[config.mk]
export PLATFORM = sky130hd
export DESIGN_NAME = tdlu_front
export DESIGN_NICKNAME = d
export VERILOG_FILES = /design/src/design/tdlu_pkg.sv /design/src/design/tdlu_front.sv
export SDC_FILE = /design/constraint.sdc
export NUM_CORES = 1
export LEC_CHECK = 0
export BUFFER_PORTS_ARGS = -buffer_cell sky130_fd_sc_hd__buf_4
export CORE_ASPECT_RATIO = 0.8
export CORE_MARGIN = 10
export CORE_UTILIZATION = 40
export DETAILED_ROUTE_END_ITERATION = 8
export GPL_ROUTABILITY_DRIVEN = 1
export HOLD_SLACK_MARGIN = 0.02
export PLACE_DENSITY_LB_ADDON = 0.15
export SYNTH_ARGS = -nofsm -noshare
export SYNTH_HDL_FRONTEND = slang
export SYNTH_SLANG_ARGS = --single-unit
export TNS_END_PERCENT = 1
[constraint.sdc]
create_clock -name clk_i -period 4.11 [get_ports clk_i]
set_input_delay 0.6165 -clock clk_i [delete_from_list [all_inputs] [get_ports clk_i]]
set_output_delay 0.6165 -clock clk_i [all_outputs]
set_load 0.05 [all_outputs]
[src/design/tdlu_pkg.sv]
package tdlu_pkg;

  // tree size and lift depth
  localparam int unsigned NODES       = 1024;
  localparam int unsigned LIFT_LEVELS = 10;

  // field widths
  localparam int unsigned NODE_W  = 10;
  localparam int unsigned DEPTH_W = 10;
  localparam int unsigned LEN_W   = 11;

  // stream widths, padded to whole bytes
  localparam int unsigned IN_TDATA_W  = 24;
  localparam int unsigned OUT_TDATA_W = 16;

  // ancestor table addressing: {level, node}
  localparam int unsigned LVL_W       = $clog2(LIFT_LEVELS + 1);
  localparam int unsigned ANC_AW      = LVL_W + NODE_W;
  localparam int unsigned ANC_ENTRIES = (LIFT_LEVELS + 1) * NODES;

  // queue between front and back
  localparam int unsigned QUEUE_DEPTH = 2;

  typedef enum logic {
    OP_LOAD  = 1'b0,
    OP_QUERY = 1'b1
  } op_e;

  typedef struct packed {
    op_e               kind;
    logic [NODE_W-1:0] node_a;
    logic [NODE_W-1:0] node_b;
  } item_t;

  typedef enum logic [3:0] {
    ST_IDLE,
    ST_LD_DEPTH,
    ST_LD_LIFT,
    ST_Q_DEPTH,
    ST_Q_DIFF,
    ST_Q_LIFT1,
    ST_Q_CHECK,
    ST_Q_LIFT2,
    ST_DONE
  } eng_state_e;

endpackage

[src/design/tdlu_front.sv]
module tdlu_front (
  input  logic                                  clk_i,
  input  logic                                  rst_ni,
  input  logic                                  s_valid_i,
  output logic                                  s_ready_o,
  input  logic [tdlu_pkg::IN_TDATA_W-1:0]       s_data_i,
  input  logic                                  s_user_i,
  output logic                                  q_valid_o,
  input  logic                                  q_ready_i,
  output tdlu_pkg::item_t                       q_item_o
);

  localparam int unsigned PTR_W = $clog2(tdlu_pkg::QUEUE_DEPTH);
  localparam int unsigned CNT_W = $clog2(tdlu_pkg::QUEUE_DEPTH + 1);

  tdlu_pkg::item_t  buf_q [tdlu_pkg::QUEUE_DEPTH];
  tdlu_pkg::item_t  item_in;
  logic [PTR_W-1:0] wr_ptr_q, wr_ptr_d;
  logic [PTR_W-1:0] rd_ptr_q, rd_ptr_d;
  logic [CNT_W-1:0] count_q, count_d;
  logic             push, pop;

  // unpack and classify the incoming transaction
  always_comb begin
    item_in.kind   = tdlu_pkg::op_e'(s_user_i);
    item_in.node_a = s_data_i[tdlu_pkg::NODE_W-1:0];
    item_in.node_b = s_data_i[2*tdlu_pkg::NODE_W-1:tdlu_pkg::NODE_W];
  end

  assign s_ready_o = (count_q != CNT_W'(tdlu_pkg::QUEUE_DEPTH));
  assign q_valid_o = (count_q != '0);
  assign q_item_o  = buf_q[rd_ptr_q];
  assign push      = s_valid_i && s_ready_o;
  assign pop       = q_valid_o && q_ready_i;

  // pointer and fill count update
  always_comb begin
    wr_ptr_d = push ? wr_ptr_q + PTR_W'(1) : wr_ptr_q;
    rd_ptr_d = pop ? rd_ptr_q + PTR_W'(1) : rd_ptr_q;
    count_d  = count_q;
    if (push && !pop) begin
      count_d = count_q + CNT_W'(1);
    end else if (pop && !push) begin
      count_d = count_q - CNT_W'(1);
    end
  end

  always_ff @(posedge clk_i or negedge rst_ni) begin
    if (!rst_ni) begin
      wr_ptr_q <= '0;
      rd_ptr_q <= '0;
      count_q  <= '0;
    end else begin
      wr_ptr_q <= wr_ptr_d;
      rd_ptr_q <= rd_ptr_d;
      count_q  <= count_d;
    end
  end

  // queue storage
  always_ff @(posedge clk_i) begin
    if (push) begin
      buf_q[wr_ptr_q] <= item_in;
    end
  end

  a_count_bound: assert property (@(posedge clk_i) disable iff (!rst_ni)
    count_q <= CNT_W'(tdlu_pkg::QUEUE_DEPTH))
    else $error("queue fill count above depth");

endmodule

# Yosys cells after proc, flatten, opt, wreduce, memory -nomap -nowiden

Memory sizes are Yosys's and may differ from the RTL's.
Index checks and enable logic that the tools add are counted.

Input port bits: 29
Memories kept: 1
RAM bits: 42
Bits in latches: 0
Register bits: 4
Memory bits (read-only): 0

Memories:

| name  | depth | width | rd ports | clocked after Yosys merged registers in | wr ports | RTL line         | text |
|---|---|---|---|---|---|---|---|
| buf_q | 2     | 21    | 1        | 0                                       | 1        | tdlu_front.sv:16 | `tdlu_pkg::item_t buf_q [tdlu_pkg::QUEUE_DEPTH];` |

Muxes and demuxes: 4
Reduce and logical (&&, ||, !) cells: 8
Bitwise operators: 0
Add/sub/neg operators: 4
$mul: 0
Shifts and indexed selects: 0
Div/mod/pow operators: 0
Magnitude comparators: 0
Eq/ne operators: 1

Operators with widths:

| operator                                          | number |
|---|---|
| logical AND 1 bit                                 | 4 |
| 2-to-1 mux 2 bit                                  | 2 |
| nonzero test 2 bit                                | 2 |
| adder 1 bit (second input constant)               | 2 |
| adder 2 x 1 -> 2 bit (second input constant)      | 1 |
| zero test 1 bit                                   | 2 |
| 2-to-1 mux 1 bit                                  | 2 |
| != test 2 bit (second input constant)             | 1 |
| subtractor 2 x 1 -> 2 bit (second input constant) | 1 |

# Longest topological paths before layout

Depth in word-level cells: 6
Depth in mapped cells: 7

# Worst setup path after synthesis

No wires, ideal clock.

Path type: register -> register
Start point: register count_q[0]
End point: memory buf_q[0][0] in the netlist's numbering (enable)
Arrival: 1.668 ns
Setup slack: 2.044 ns
Buffers on the path: 0
Stages on the path, launching flop included: 4
Path through: dfrtp_1 -> nand2b_4 -> nand2_1 -> nor2_1

Word-level cells in the longest chain between the ends: 4

Ends and longest elaborated chain:

| item                                   | RTL line         | text |
|---|---|---|
| start: declaration                     | tdlu_front.sv:20 | `logic [CNT_W-1:0] count_q, count_d;` |
| start signal: assignment               | tdlu_front.sv:56 | `count_q <= count_d;` |
| != test 2 bit                          | tdlu_front.sv:30 | `assign s_ready_o = (count_q != CNT_W'(tdlu_pkg::QUEUE_DEPTH));` |
| named net s_ready_o                    | tdlu_front.sv:5  | `output logic s_ready_o,` |
| logical AND 1 bit                      | tdlu_front.sv:33 | `assign push = s_valid_i && s_ready_o;` |
| 2-to-1 mux 1 bit                       | tdlu_front.sv:62 | `if (push) begin` |
| 2-to-1 mux 1 bit (implied by the code) | tdlu_front.sv:63 | `buf_q[wr_ptr_q] <= item_in;` |
| end: declaration                       | tdlu_front.sv:16 |  |

The timed path passes the listed nets, and every way through them passes these cells.

==> flow_metrics.tcl <==
set metrics [dict create \
    start_util 0.4145 \
    syn_area_mm2 0.001732 \
    endpoint_kind "output port" \
    vias 874 \
    max_stage_delay_ps 990 \
    hold_viol_final 0 \
    numPortBuffers 47 \
    core_mm2 0.004178 \
    path_clk_slew_ps 80 \
    dr.pass1.iters 4 \
    grt_pass1_wl_um 5016 \
    maxCapViolCount 0 \
    fin_nets 165 \
    grt-ovfl-total 0 \
    layout_commonest_cell "buf_4" \
    post-cts-setup-buffer-count 0 \
    antenna_found_initial 0 \
    grt_max_degree 23 \
    period_minus_slack_ps 2512 \
    fill_cells 366 \
    power_frac_comb 0.449 \
    finalSetupViolations 0 \
    final_max_slew_viol_count 0 \
    rsz0062_at_grt "false" \
    grtUsageTotal 0.08934 \
    status "completed" \
    synth_seq_cells 46 \
    path_class "reg -> out" \
    cp-start-kind "flop" \
    yosysWarnings 0 \
    cts_resized 0 \
    area_growth_pct 28.61 \
    syn-num-nets 113 \
    required_ps 3490 \
    slew_headroom 0.2743 \
    die-height_um 78.85 \
    timing.critical_path.buf_inv 1 \
    grt_pass1_vias 1021 \
    clock_latency_ps 290 \
    wl_met3_um 288 \
    total_power_mw 1.814 \
    critPathMaxFanout 22 \
    cts-htree-levels 2 \
    layout_common_cells "47 x buf_4, 42 x edfxtp_1, 21 x mux2_2, 6 x clkbuf_8, 4 x dfrtp_1" \
    drtAntennaViolNets 0 \
    fin_worst_skew_ps 4.488 \
    syn_inst 83 \
    arrival_ps 1900 \
    fmax_mhz 398.0 \
    swShare 0.4100 \
    post_drt_wl_per_cell_um 16.15 \
    drc 0 \
    via_per_inst 4.528 \
    rows 21 \
    top_layer "met4" \
    cts_hold_buf 0 \
    fin_crit_sh 0.6113 \
    powerDensity_mw_per_mm2 814.6 \
    crit_slowest_cell "dfrtp_1" \
    drive_above_1_share 0.5809 \
    tns_ps 0 \
    p_int_mw 1.070 \
    power.leakage_nw 0.8532 \
    cts_root_buffer "clkbuf_8" \
    power.share.sequential 0.401 \
    crit_path_cell_trace "mux2_2 > buf_4" \
    gp_congestion 0.6643 \
    switchingPower_mw 0.7438 \
    cts_tree "done" \
    wl_met1_um 1227 \
    wl_met2_um 1555 \
    cts_buffers 5 \
    clk_path_buf_depth 2 \
    clock_power_share 0.150 \
    dieArea_mm2 0.007377 \
    diodes 0 \
    drt_iter0_drc 36 \
    ios 52 \
    die_w_um 93.56 \
    synth_seq_area_share 0.7861 \
    yosysUniqueCellTypes 14 \
    worst-slew-pin-transition_ps 1087 \
    wirelength_um 3117 \
    path_delay_family "flip-flops" \
    worstHoldPathType "in -> async" \
    cts_num_sinks 46 \
    irDropWorstVdd_mv 0.3581 \
    dp_hpwl_um 2195 \
    synth_area_per_cell_um2 20.86 \
]
[cells in the mapped netlist, drive strengths merged]
master	instances	area share
edfxtp	42	0.73
ha	1	0.0072
or2	1	0.0051
inv	1	0.0022
mux2	21	0.14
and3	1	0.0036
nand2b	1	0.0079
nand2	2	0.0087
buf	2	0.013
xnor2	3	0.015
dfrtp	4	0.058
xor2	2	0.010
nor2	2	0.0043
[registers in the layout (all words and copies together) (netlist names)]
name      cells
buf_q        42
wr_ptr_q      1
rd_ptr_q      1
count_q       2
[logic make-up after synthesis]
group | share of synthesized area
multiplexers | 0.1366
AND/OR/NAND/NOR | 0.02962
flip-flops | 0.7861
buffers and inverters | 0.01517
adder cells (fa/ha/maj) | 0.007224
XOR/XNOR | 0.02529
[power groups by stage]
stage               clock, mW  combinational [mW]  sequential (mW)
global route            0.301               0.862            0.745
detailed placement          0               0.828            0.742
global placement            0               0.826            0.735
floorplan                   0               0.653            0.689
CTS                     0.284               0.832            0.731
finish                  0.273               0.815            0.727
[metrics by stage]
step                instances  worst slack [ps]  hold slack [ps]  instance area, um2  utilization
floorplan                  83              2044            320.9                1732            -
global placement          185              1879            415.3                2136       0.5112
detailed placement        185              1885            416.2                2136       0.5112
CTS                       193              1544            93.05                2227       0.5331
global route              193              1491            86.02                2227       0.5331
finish                    193              1598            102.5                2227       0.5331
[routing by layer]
metal / vias to the layer above / track usage
met4: 0 / 0.04091
met1: 421 / 0.09425
met3: 5 / 0.04887
met2: 31 / 0.1444
li1: 417 / -
met5: - / 0
[path summary, 6_finish.rpt]
kind | start | end | slack [ps] | cells after the start
worst min register to register | wr_ptr_q$_DFFE_PN0P_ | wr_ptr_q$_DFFE_PN0P_ | 520 | 1
min in group clk_i | s_data_i[6] | buf_q[0][16]$_DFFE_PP_ | 510 | 1
worst min-delay path | rst_ni | wr_ptr_q$_DFFE_PN0P_ | 100 | 1
max in group asynchronous | rst_ni | count_q[0]$_DFFE_PN0P_ | 3910 | 1
worst max-delay path | rd_ptr_q$_DFFE_PN0P_ | q_item_o[16] | 1600 | 2
worst max register to register | count_q[0]$_DFFE_PN0P_ | buf_q[0][9]$_DFFE_PP_ | 2200 | 3
[final cells by class]
| type | count | area, um2 | area share |
|---|---|---|---|
| sequential | 46 | 1361 | 0.6112 |
| timing repair buffer | 47 | 352.8 | 0.1584 |
| clock inverter | 1 | 5.005 | 0.002247 |
| tap | 57 | 71.32 | 0.03202 |
| inverter | 1 | 3.754 | 0.001685 |
| clock buffer | 7 | 86.33 | 0.03876 |
| multi-input combinational | 34 | 346.6 | 0.1556 |
No activity file was read; power rests on OpenSTA's default activity.
